## config.mk

```make
export PLATFORM = sky130hd
export DESIGN_NAME = debounced_button_long_press_core_flat
export DESIGN_NICKNAME = d
export VERILOG_FILES = /design/src/sv/dbbtn_pkg.sv /design/src/sv/dbbtn_req_if.sv /design/src/sv/dbbtn_rsp_if.sv /design/src/sv/debounced_button_long_press_core.sv /design/src/flat_wrapper.sv
export SDC_FILE = /design/constraint.sdc
export NUM_CORES = 1
export LEC_CHECK = 0
export BUFFER_PORTS_ARGS = -buffer_cell sky130_fd_sc_hd__clkbuf_2
export CORE_AREA = 4 4 131 158
export CTS_CLUSTER_DIAMETER = 50
export DETAILED_ROUTE_END_ITERATION = 10
export DIE_AREA = 0 0 135 162
export GPL_TIMING_DRIVEN = 0
export PLACE_DENSITY = 0.68
export SLEW_MARGIN = 20
export SYNTH_ARGS = -nofsm -noshare
export SYNTH_HDL_FRONTEND = slang
export SYNTH_SLANG_ARGS = --single-unit
```

## constraint.sdc

```tcl
create_clock -name clock -period 6.3 [get_ports clock]
set_clock_uncertainty 0.2 [all_clocks]
set_input_delay 0.63 -clock clock [delete_from_list [all_inputs] [get_ports clock]]
set_output_delay 0.63 -clock clock [all_outputs]
set_load 0.05 [all_outputs]
```

## src/sv/dbbtn_pkg.sv

```systemverilog
package dbbtn_pkg;

   // Width of the wrapping millisecond time base used for all differences.
   localparam int TIME_BITS = 32;

   localparam int SAMPLE_BITS = 32;
   localparam int CFG_BITS    = 16;
   localparam int DATA_BITS   = 32;
   localparam int ADDR_BITS   = 3;

   localparam logic [CFG_BITS-1:0] DEBOUNCE_RESET   = 16'd200;
   localparam logic [CFG_BITS-1:0] LONG_PRESS_RESET = 16'd1000;

   // Register select bit, taken from paddr[2].
   localparam logic REG_DEBOUNCE   = 1'b0;
   localparam logic REG_LONG_PRESS = 1'b1;

   localparam logic LEVEL_PRESSED  = 1'b0;
   localparam logic LEVEL_RELEASED = 1'b1;

   typedef enum logic {
      EVENT_CLICK = 1'b0,
      EVENT_LONG  = 1'b1
   } event_kind_type;

   typedef logic [TIME_BITS-1:0] time_type;

endpackage

```

## src/sv/dbbtn_req_if.sv

```systemverilog
interface dbbtn_req_if
   import dbbtn_pkg::*;
();
   logic                   valid;
   logic                   ready;
   logic [SAMPLE_BITS-1:0] sample_time;
   logic                   button_level;

   modport source (output valid, output sample_time, output button_level, input ready);
   modport sink   (input valid, input sample_time, input button_level, output ready);
endinterface

```

## src/sv/dbbtn_rsp_if.sv

```systemverilog
interface dbbtn_rsp_if
   import dbbtn_pkg::*;
();
   logic valid;
   logic ready;
   logic event_kind;

   modport source (output valid, output event_kind, input ready);
   modport sink   (input valid, input event_kind, output ready);
endinterface

```

## src/sv/debounced_button_long_press_core.sv

```systemverilog
// Channel   | Direction | Payload                          | Handshake
// ----------+-----------+----------------------------------+-------------------
// req_chan  | in        | sample_time[31:0], button_level  | valid & ready
// rsp_chan  | out       | event_kind                       | valid & ready
// csr (APB) | in/out    | debounce_time, long_press_time   | psel&penable&pwrite
//
// Each request is evaluated in the cycle it is accepted; its event, if any, sits in
// the output register from the next cycle on. One request per cycle is sustained
// while the sink takes each event; the figure is set by the state update: two
// subtracts and compares on the time registers, feeding the state registers directly.
// A request is refused only while an event waits in the output register and the
// sink is not taking it. Synchronous reset restores the register and state values
// at once; there is no clearing pass.
module debounced_button_long_press_core
   import dbbtn_pkg::*;
(
   input  logic                 clock,
   input  logic                 reset,
   dbbtn_req_if.sink            req_chan,
   dbbtn_rsp_if.source          rsp_chan,
   input  logic                 psel,
   input  logic                 penable,
   input  logic                 pwrite,
   input  logic [ADDR_BITS-1:0] paddr,
   input  logic [DATA_BITS-1:0] pwdata,
   output logic [DATA_BITS-1:0] prdata,
   output logic                 pready
);

   logic [CFG_BITS-1:0] debounce_ff;
   logic [CFG_BITS-1:0] long_press_ff;

   logic     stable_level_ff, stable_level_in;
   logic     held_ff,         held_in;
   logic     long_sent_ff,    long_sent_in;
   time_type change_time_ff,  change_time_in;
   time_type press_start_ff,  press_start_in;

   logic           out_valid_ff;
   event_kind_type out_kind_ff, out_kind_in;
   logic           out_emit;

   logic     accept;
   logic     cfg_write;
   logic [63:0] sample_wide;
   time_type now;
   time_type since_change;
   time_type since_press;
   logic     is_long;

   // ---------------- Configuration port ----------------
   assign pready    = 1'b1;
   assign cfg_write = psel && penable && pwrite;

   always_ff @(posedge clock) begin
      if (reset) begin
         debounce_ff   <= DEBOUNCE_RESET;
         long_press_ff <= LONG_PRESS_RESET;
      end else if (cfg_write) begin
         if (paddr[2] == REG_DEBOUNCE) begin
            debounce_ff <= pwdata[CFG_BITS-1:0];
         end else begin
            long_press_ff <= pwdata[CFG_BITS-1:0];
         end
      end
   end

   always_comb begin
      if (paddr[2] == REG_DEBOUNCE) begin
         prdata = {{(DATA_BITS-CFG_BITS){1'b0}}, debounce_ff};
      end else begin
         prdata = {{(DATA_BITS-CFG_BITS){1'b0}}, long_press_ff};
      end
   end

   // ---------------- Request evaluation ----------------
   assign req_chan.ready = !out_valid_ff || rsp_chan.ready;
   assign accept         = req_chan.valid && req_chan.ready;

   assign sample_wide  = {{(64-SAMPLE_BITS){1'b0}}, req_chan.sample_time};
   assign now          = sample_wide[TIME_BITS-1:0];
   assign since_change = now - change_time_ff;
   assign since_press  = now - press_start_ff;
   assign is_long      = since_press > {{(TIME_BITS-CFG_BITS){1'b0}}, long_press_ff};

   always_comb begin
      stable_level_in = stable_level_ff;
      held_in         = held_ff;
      long_sent_in    = long_sent_ff;
      change_time_in  = change_time_ff;
      press_start_in  = press_start_ff;
      out_emit        = 1'b0;
      out_kind_in     = EVENT_CLICK;

      if (req_chan.button_level != stable_level_ff) begin
         if (since_change > {{(TIME_BITS-CFG_BITS){1'b0}}, debounce_ff}) begin
            if (req_chan.button_level == LEVEL_PRESSED) begin
               // A fresh press: held is always clear here, so only the start is taken.
               if (!held_ff) begin
                  held_in        = 1'b1;
                  press_start_in = now;
               end else if (is_long && !long_sent_ff) begin
                  long_sent_in = 1'b1;
                  out_emit     = 1'b1;
                  out_kind_in  = EVENT_LONG;
               end
            end else begin
               if (since_press < {{(TIME_BITS-CFG_BITS){1'b0}}, long_press_ff}) begin
                  out_emit    = 1'b1;
                  out_kind_in = EVENT_CLICK;
               end
               held_in      = 1'b0;
               long_sent_in = 1'b0;
            end
            stable_level_in = req_chan.button_level;
            change_time_in  = now;
         end
      end else if (req_chan.button_level == LEVEL_PRESSED) begin
         if (!held_ff) begin
            held_in        = 1'b1;
            press_start_in = now;
         end else if (is_long && !long_sent_ff) begin
            long_sent_in = 1'b1;
            out_emit     = 1'b1;
            out_kind_in  = EVENT_LONG;
         end
      end
   end

   always_ff @(posedge clock) begin
      if (reset) begin
         stable_level_ff <= LEVEL_RELEASED;
         held_ff         <= 1'b0;
         long_sent_ff    <= 1'b0;
         change_time_ff  <= '0;
         press_start_ff  <= '0;
      end else if (accept) begin
         stable_level_ff <= stable_level_in;
         held_ff         <= held_in;
         long_sent_ff    <= long_sent_in;
         change_time_ff  <= change_time_in;
         press_start_ff  <= press_start_in;
      end
   end

   // ---------------- Output register ----------------
   always_ff @(posedge clock) begin
      if (reset) begin
         out_valid_ff <= 1'b0;
      end else if (accept) begin
         out_valid_ff <= out_emit;
      end else if (rsp_chan.ready) begin
         out_valid_ff <= 1'b0;
      end
   end

   always_ff @(posedge clock) begin
      if (accept && out_emit) begin
         out_kind_ff <= out_kind_in;
      end
   end

   assign rsp_chan.valid      = out_valid_ff;
   assign rsp_chan.event_kind = out_kind_ff;

`ifndef SYNTH
   // A press is being timed exactly while the debounced level is low.
   a_held_matches_level: assert property (@(posedge clock) disable iff (reset)
      held_ff == !stable_level_ff)
      else $error("held flag disagrees with stable level");

   a_long_needs_held: assert property (@(posedge clock) disable iff (reset)
      long_sent_ff |-> held_ff)
      else $error("long press marked sent without a held button");

   a_long_marks_sent: assert property (@(posedge clock) disable iff (reset)
      (accept && out_emit && out_kind_in == EVENT_LONG) |=> (long_sent_ff && out_valid_ff))
      else $error("long press event not recorded as sent");

   a_no_overwrite: assert property (@(posedge clock) disable iff (reset)
      (out_valid_ff && !rsp_chan.ready) |-> !req_chan.ready)
      else $error("request taken while a pending event is stalled");
`endif

endmodule

```

## src/flat_wrapper.sv

```systemverilog
// flat-port wrapper written by rule: the top's interface ports become plain ports
module debounced_button_long_press_core_flat import dbbtn_pkg::*;
  (clock, reset, psel, penable, pwrite, paddr, pwdata, prdata, pready, req_chan_valid, req_chan_sample_time, req_chan_button_level, req_chan_ready, rsp_chan_valid, rsp_chan_event_kind, rsp_chan_ready);
  dbbtn_req_if req_chan_i ();
  dbbtn_rsp_if rsp_chan_i ();
  input  logic clock;
  input  logic reset;
  input  logic psel;
  input  logic penable;
  input  logic pwrite;
  input  logic [ADDR_BITS-1:0] paddr;
  input  logic [DATA_BITS-1:0] pwdata;
  output logic [DATA_BITS-1:0] prdata;
  output logic pready;
  input wire logic [$bits(req_chan_i.valid)-1:0] req_chan_valid;
  input wire logic [$bits(req_chan_i.sample_time)-1:0] req_chan_sample_time;
  input wire logic [$bits(req_chan_i.button_level)-1:0] req_chan_button_level;
  output wire logic [$bits(req_chan_i.ready)-1:0] req_chan_ready;
  output wire logic [$bits(rsp_chan_i.valid)-1:0] rsp_chan_valid;
  output wire logic [$bits(rsp_chan_i.event_kind)-1:0] rsp_chan_event_kind;
  input wire logic [$bits(rsp_chan_i.ready)-1:0] rsp_chan_ready;
  assign req_chan_i.valid = req_chan_valid;
  assign req_chan_i.sample_time = req_chan_sample_time;
  assign req_chan_i.button_level = req_chan_button_level;
  assign req_chan_ready = req_chan_i.ready;
  assign rsp_chan_valid = rsp_chan_i.valid;
  assign rsp_chan_event_kind = rsp_chan_i.event_kind;
  assign rsp_chan_i.ready = rsp_chan_ready;
  debounced_button_long_press_core u_core (.clock(clock), .reset(reset), .req_chan(req_chan_i), .rsp_chan(rsp_chan_i), .psel(psel), .penable(penable), .pwrite(pwrite), .paddr(paddr), .pwdata(pwdata), .prdata(prdata), .pready(pready));
endmodule
```

---- Word level (Yosys, flattened, before mapping) ----
Index checks and enable logic that the tools add are counted.
storage, ports and cells
  register bits ........................... 101
  latch bits .............................. 0
  memory bits (writable) .................. 0
  bits in read-only memories .............. 0
  output and inout bits ................... 36
  logic and storage cells ................. 58
  memories ................................ 0
cells by class
  add/sub/neg operators ................... 2
  multipliers ............................. 0
  divide/modulo/power cells ............... 0
  magnitude comparators ................... 3
  equality and inequality tests ........... 3
  shift operators ......................... 0
  mux-type cells .......................... 26
  bitwise operators ....................... 1
  reductions and logical operators ........ 14
operators by type and width
  cell                                                             count
  32-bit two-way mux                                               4
  32-bit by 16-bit > comparator with 1-bit output                  2
  32-bit subtractor                                                2
  32-bit by 16-bit less-than comparator with 1-bit output          1
  1-bit two-way mux                                                21
  16-bit two-way mux                                               1
  2-bit AND reduction                                              3
  3-bit AND reduction                                              2
  1-bit logical AND                                                5
  1-bit zero test                                                  2
  2-bit by 1-bit != test with 1-bit output, second input constant  1
  2-bit != test, second input constant                             1
  2-bit nonzero test                                               1
  1-bit logical OR                                                 1
  1-bit != test                                                    1
  1-bit inverter                                                   1

---- Depth between registers and ports, before layout ----
  depth after elaboration ................. 9
  depth in mapped cells ................... 24
  depth with buffers taken out ............ 22

---- Worst setup path before layout ----
Ideal clock, no wire load.
  kind .................................... input-to-reg
  from .................................... input port req_chan_sample_time[1]
  to ...................................... register u_core.change_time_ff[10]
  setup time .............................. 0.128 ns
  arrival time ............................ 5.372 ns
  required time ........................... 5.972 ns
  path slack .............................. 0.601 ns
  stages .................................. 22
  path through ............................ ha_1 nor2b_1 o31a_1 o21a_1 nor2_1 o21a_1 o21ai_0 a21o_1 a21oi_1 xnor2_1 ha_1 and3_1 a221o_1 a221oi_1 a21oi_1 or4_1 or4_4 nor4b_4 a311oi_2 buf_2 mux2i_1 nor2_1
between the ends
  cells in the longest elaborated chain, start to end .. 3
RTL lines
  what                                             line                                     RTL
  start: declaration                               flat_wrapper.sv:16                       input wire logic [$bits(req_chan_i.sample_time)-1:0] req_chan_sample_time;
  32-bit subtractor                                debounced_button_long_press_core.sv:82   assign since_change = now - change_time_ff;
  32-bit by 16-bit > comparator with 1-bit output  debounced_button_long_press_core.sv:96   if (since_change > {{(TIME_BITS-CFG_BITS){1'b0}}, debounce_ff}) begin
  3-bit AND reduction (no line)                    n/a
  end signal: assignment                           debounced_button_long_press_core.sv:141  change_time_ff <= change_time_in;
  end: declaration                                 debounced_button_long_press_core.sv:36   time_type change_time_ff, change_time_in;
Every way passes these cells.
A chain may end at the register's enable or synchronous reset.

---- Final worst setup path ----
  from .................................... input port req_chan_sample_time[1]
  to ...................................... register u_core.press_start_ff[12]
between the ends
  cells in the longest elaborated chain, start to end .. 4
RTL lines
  what                                             line                                     RTL
  32-bit subtractor                                debounced_button_long_press_core.sv:82
  32-bit by 16-bit > comparator with 1-bit output  debounced_button_long_press_core.sv:96
  2-bit != test (no line)                          n/a
  2-bit AND reduction (no line)                    n/a
  end signal: assignment                           debounced_button_long_press_core.sv:142  press_start_ff <= press_start_in;
  end: declaration                                 debounced_button_long_press_core.sv:37   time_type press_start_ff, press_start_in;
Every way passes these cells.

==> summary.txt <==
==================================================================================================
Final TNS setup                                                                               0 ps
Total via count after detailed routing                                                        8090
Slew Viols, Final                                                                                0
Endpoint of the worst hold path                                                       u_core.debounce_ff[9]
Top-level port count                                                                           111
Critical register-to-register path startpoint                                         u_core.change_time_ff[1]
Layout Nets                                                                                   1409
TritonCTS sink count                                                                           101
Power per cell area                                                                    207 mW/mm^2
Register area                                                                         0.00203 mm^2
Main synth FF type                                                                    sky130_fd_sc_hd__dfxtp_1
Maximum fanout encountered on the critical timing path                                          10
Post-route minimum period                                                                  6050 ps
Startpoint type of the worst setup path                                               primary input
Total length of routed wires                                                              23400 um
Number of instances in the synthesized netlist                                                1136
Number of distinct standard cells referenced by the synthesized netlist                         66
Delay of the slowest cell on the worst path                                                 540 ps
Pin count of the biggest net entering global routing                                            18
Placed cell count                                                                             1486
DP Worst Slack                                                                             -262 ps
Final worst-path setup slack                                                                251 ps
Tot GR Track Use                                                                             21.2%
Number of global-route vias before repair                                                     7533
Final worst path period share                                                                96.0%
Synth area leaders                                                                    sky130_fd_sc_hd__dfxtp_1 24%, sky130_fd_sc_hd__ha_1 14%, sky130_fd_sc_hd__nand2_1 8.8%
Critical setup path kind                                                                 in -> reg
Cell with the most instances after synthesis                                          sky130_fd_sc_hd__nand2_1
Remaining number of nets flagged by the antenna check after routing                              0
Starting utilization of the core area                                                        43.9%
Power, Total                                                                             0.00197 W
Global-route track usage on met2                                                             37.3%
Capturing point of the worst reg2reg path                                             u_core.press_start_ff[12]
Routed WL per cell                                                                         15.5 um
Sequence of cells on the critical path                                                clkbuf_2 -> ha_1 -> nor2b_1 -> o31a_1 -> o21a_1 -> nor2_2 -> o21a_1 -> o21ai_0 -> a21o_1 -> a21oi_2 -> xnor2_1 -> ha_1 -> and3_1 -> a221o_1 -> a221oi_2 -> a21oi_2 -> or4_1 -> or4_4 -> nor4b_4 -> nand3_2 -> and2_4 -> buf_6 -> buf_6 -> mux2i_1
Vias per cell                                                                                 5.38
FFs w/ async S/R, synth                                                                         0%
Number of register bits inferred by synthesis                                                  101
Area growth from synthesis to layout                                                         12.7%
Netlist area before placement                                                         0.00846 mm^2
Max-Cap Viols                                                                                    0
Detailed-placement wirelength estimate                                                    19300 um
Buffers on Ports                                                                                74
Met1 global-route usage                                                                      27.1%
Core box area                                                                          0.0193 mm^2
Slew at the pin with the worst max-slew slack                                               727 ps
Number of warning messages in the yosys log                                                      0
Antenna violations before repair                                                                 1
Peak ir drop on the vdd network                                                         0.000142 V
Die X                                                                                       135 um
Rel. slew slack                                                                              51.2%
Summed area of non-filler cells in the final layout                                   0.00953 mm^2
Data required time of the worst path                                                       6330 ps
Arrival time reported for the critical path endpoint                                       6080 ps
Detailed-router iteration count before antenna repair                                            5
Clock tree from TritonCTS                                                                     done
Fraction of synthesized cell area taken by the top area cell type                            23.7%
Number of levels the H-tree was split into                                                       3
Multi-input gate area                                                                 0.00583 mm^2
Clk_lat worst skew                                                                          350 ps
Number of failing hold endpoints at the final stage                                              0
Starting DRC count in detailed routing                                                         405
Clock transition time at the flip-flop clock pins of the worst setup and hold paths          80 ps
Cell type of the slowest stage on the worst timing path                               sky130_fd_sc_hd__or4_1
Library cell with the largest summed area after synthesis                             sky130_fd_sc_hd__dfxtp_1
Most used routing layer                                                                       met2
Final GP Congestion                                                                          0.927
Count of flip-flops with a built-in enable after synthesis                                       1
Non-filler cells in the finished layout                                                       1503
Global-route wire length before repair                                                    37700 um
Worst R2R Path Depth                                                                            24
Top achievable clock speed                                                               0.165 GHz
Number of rows in the core area                                                                 56
Commonest cells post-synth                                                            199 x sky130_fd_sc_hd__nand2_1, 115 x sky130_fd_sc_hd__a21oi_1, 106 x sky130_fd_sc_hd__inv_1
Number of buffers created by CTS                                                                 9
Status                                                                                finished clean
DIE HEIGHT                                                                                  162 um
Endpoint kind of the worst setup timing path                                                  flop
Diodes inserted                                                                                  0
Met3 usage                                                                                   3.00%
Post-Synthesis Mean Instance Area                                                        7.45 um^2
Filler Cells Inserted                                                                         1965
Root Buffer                                                                           sky130_fd_sc_hd__clkbuf_16
R2R setup slack                                                                             310 ps
Drc violations                                                                                   0
Maximum buffer depth of the clock tree                                                           2
Die area                                                                               0.0219 mm^2
Leak                                                                                       3.97 nW
Hold Crit Start                                                                       u_core.debounce_ff[9]
Worst hold path type                                                                    reg -> reg
Post-place instance area                                                              0.00921 mm^2
Sequential share of the synthesized area                                                     24.0%
Grt total ovfl                                                                                   0
Final setup violation count                                                                      0
Fraction of final layout cells sized beyond drive strength 1                                 9.98%
Hold Path Cell Cnt                                                                               2
==================================================================================================
-- worst max path at each step --
stage	from	end	slack [ps]	cells past startpoint
2_1_floorplan	req_chan_sample_time[1]	u_core.change_time_ff[10]	600	22
5_1_grt	req_chan_sample_time[1]	u_core.press_start_ff[11]	-10	24
3_3_place_gp	req_chan_sample_time[1]	u_core.change_time_ff[9]	-190	23
3_5_place_dp	req_chan_sample_time[1]	u_core.change_time_ff[4]	-260	23
4_1_cts	req_chan_sample_time[1]	u_core.change_time_ff[20]	100	23
6_report	req_chan_sample_time[1]	u_core.press_start_ff[12]	250	24
-- worst max-delay path, delay by kind of cell --
family	cells	cell delay [ps]
compound gates	9	1840
xor+xnor	1	170
fa+ha+maj	2	590
buf+inv	3	460
mux	1	130
simple gates	8	2260
-- where the power goes --
| part | switching, W | total [W] | internal [W] |
|---|---|---|---|
| sequential | 0.0000161 | 0.000687 | 0.000671 |
| clock | 0.000258 | 0.000531 | 0.000273 |
| combinational | 0.000459 | 0.000754 | 0.000295 |
-- flip-flops by register name, indices dropped and copies added, names as in the netlist --
signal,cells
u_core.stable_level_ff,1
u_core.rsp_chan.valid,1
u_core.held_ff,1
u_core.change_time_ff,32
u_core.long_press_ff,16
u_core.debounce_ff,16
u_core.press_start_ff,32
u_core.rsp_chan.event_kind,1
u_core.long_sent_ff,1
-- cell families after synthesis --
family | Yosys count | share of synthesized area [%]
AOI/OAI and AO/OA | 280 | 20.1
adders and majority gates | 97 | 14.5
DFF | 101 | 24.0
and+or+nand+nor | 378 | 19.9
other | 2 | 0.0888
buffers and inverters | 160 | 8.12
xor gates and xnor gates | 50 | 5.18
muxes | 68 | 8.06
-- layout make-up --
cell class / count / area share [%]
clock buffers: 11 / 2.44
well taps: 261 / 3.43
clock inverters: 5 / 0.446
inverters: 106 / 4.17
multi-input cells: 890 / 61.1
flip-flops and latches: 101 / 21.3
plain buffers: 54 / 3.09
repair buffers: 75 / 3.96
-- per-stage QoR --
stage	util [%]	hold WS, ps
global route	49.5	271
floorplan	-	235
global placement	47.8	242
finish	49.5	257
CTS	49.2	257
detailed placement	47.8	246
-- routing by layer --
layer  vias up  wire length (um)
li1       4135                 -
met2       243             11400
met1      3682             10000
met3        30              1350
met5         -                 0
met4         0               595
-- cells in the final DEF, fill, tap and decap left out, types with 21 or more instances in the layout --
master                       n
sky130_fd_sc_hd__dfxtp_1   100
sky130_fd_sc_hd__a21oi_1   113
sky130_fd_sc_hd__nand2_1   198
sky130_fd_sc_hd__o21ai_0    61
sky130_fd_sc_hd__nor2_1     75
sky130_fd_sc_hd__xnor2_1    34
sky130_fd_sc_hd__nand3_1    21
sky130_fd_sc_hd__mux2i_1    67
sky130_fd_sc_hd__clkbuf_1   32
sky130_fd_sc_hd__clkbuf_2   74
sky130_fd_sc_hd__inv_1     106
sky130_fd_sc_hd__ha_1       95
-- repair_timing --
| item | 4_1_cts | 5_1_grt |
|---|---|---|
| hold buffers | 0 | 0 |
| setup buffers | 0 | 1 |
| resized for setup | 0 | 8 |
| endpoints found under the setup margin | 0 | 50 |
(Power assumes the default switching activity.)
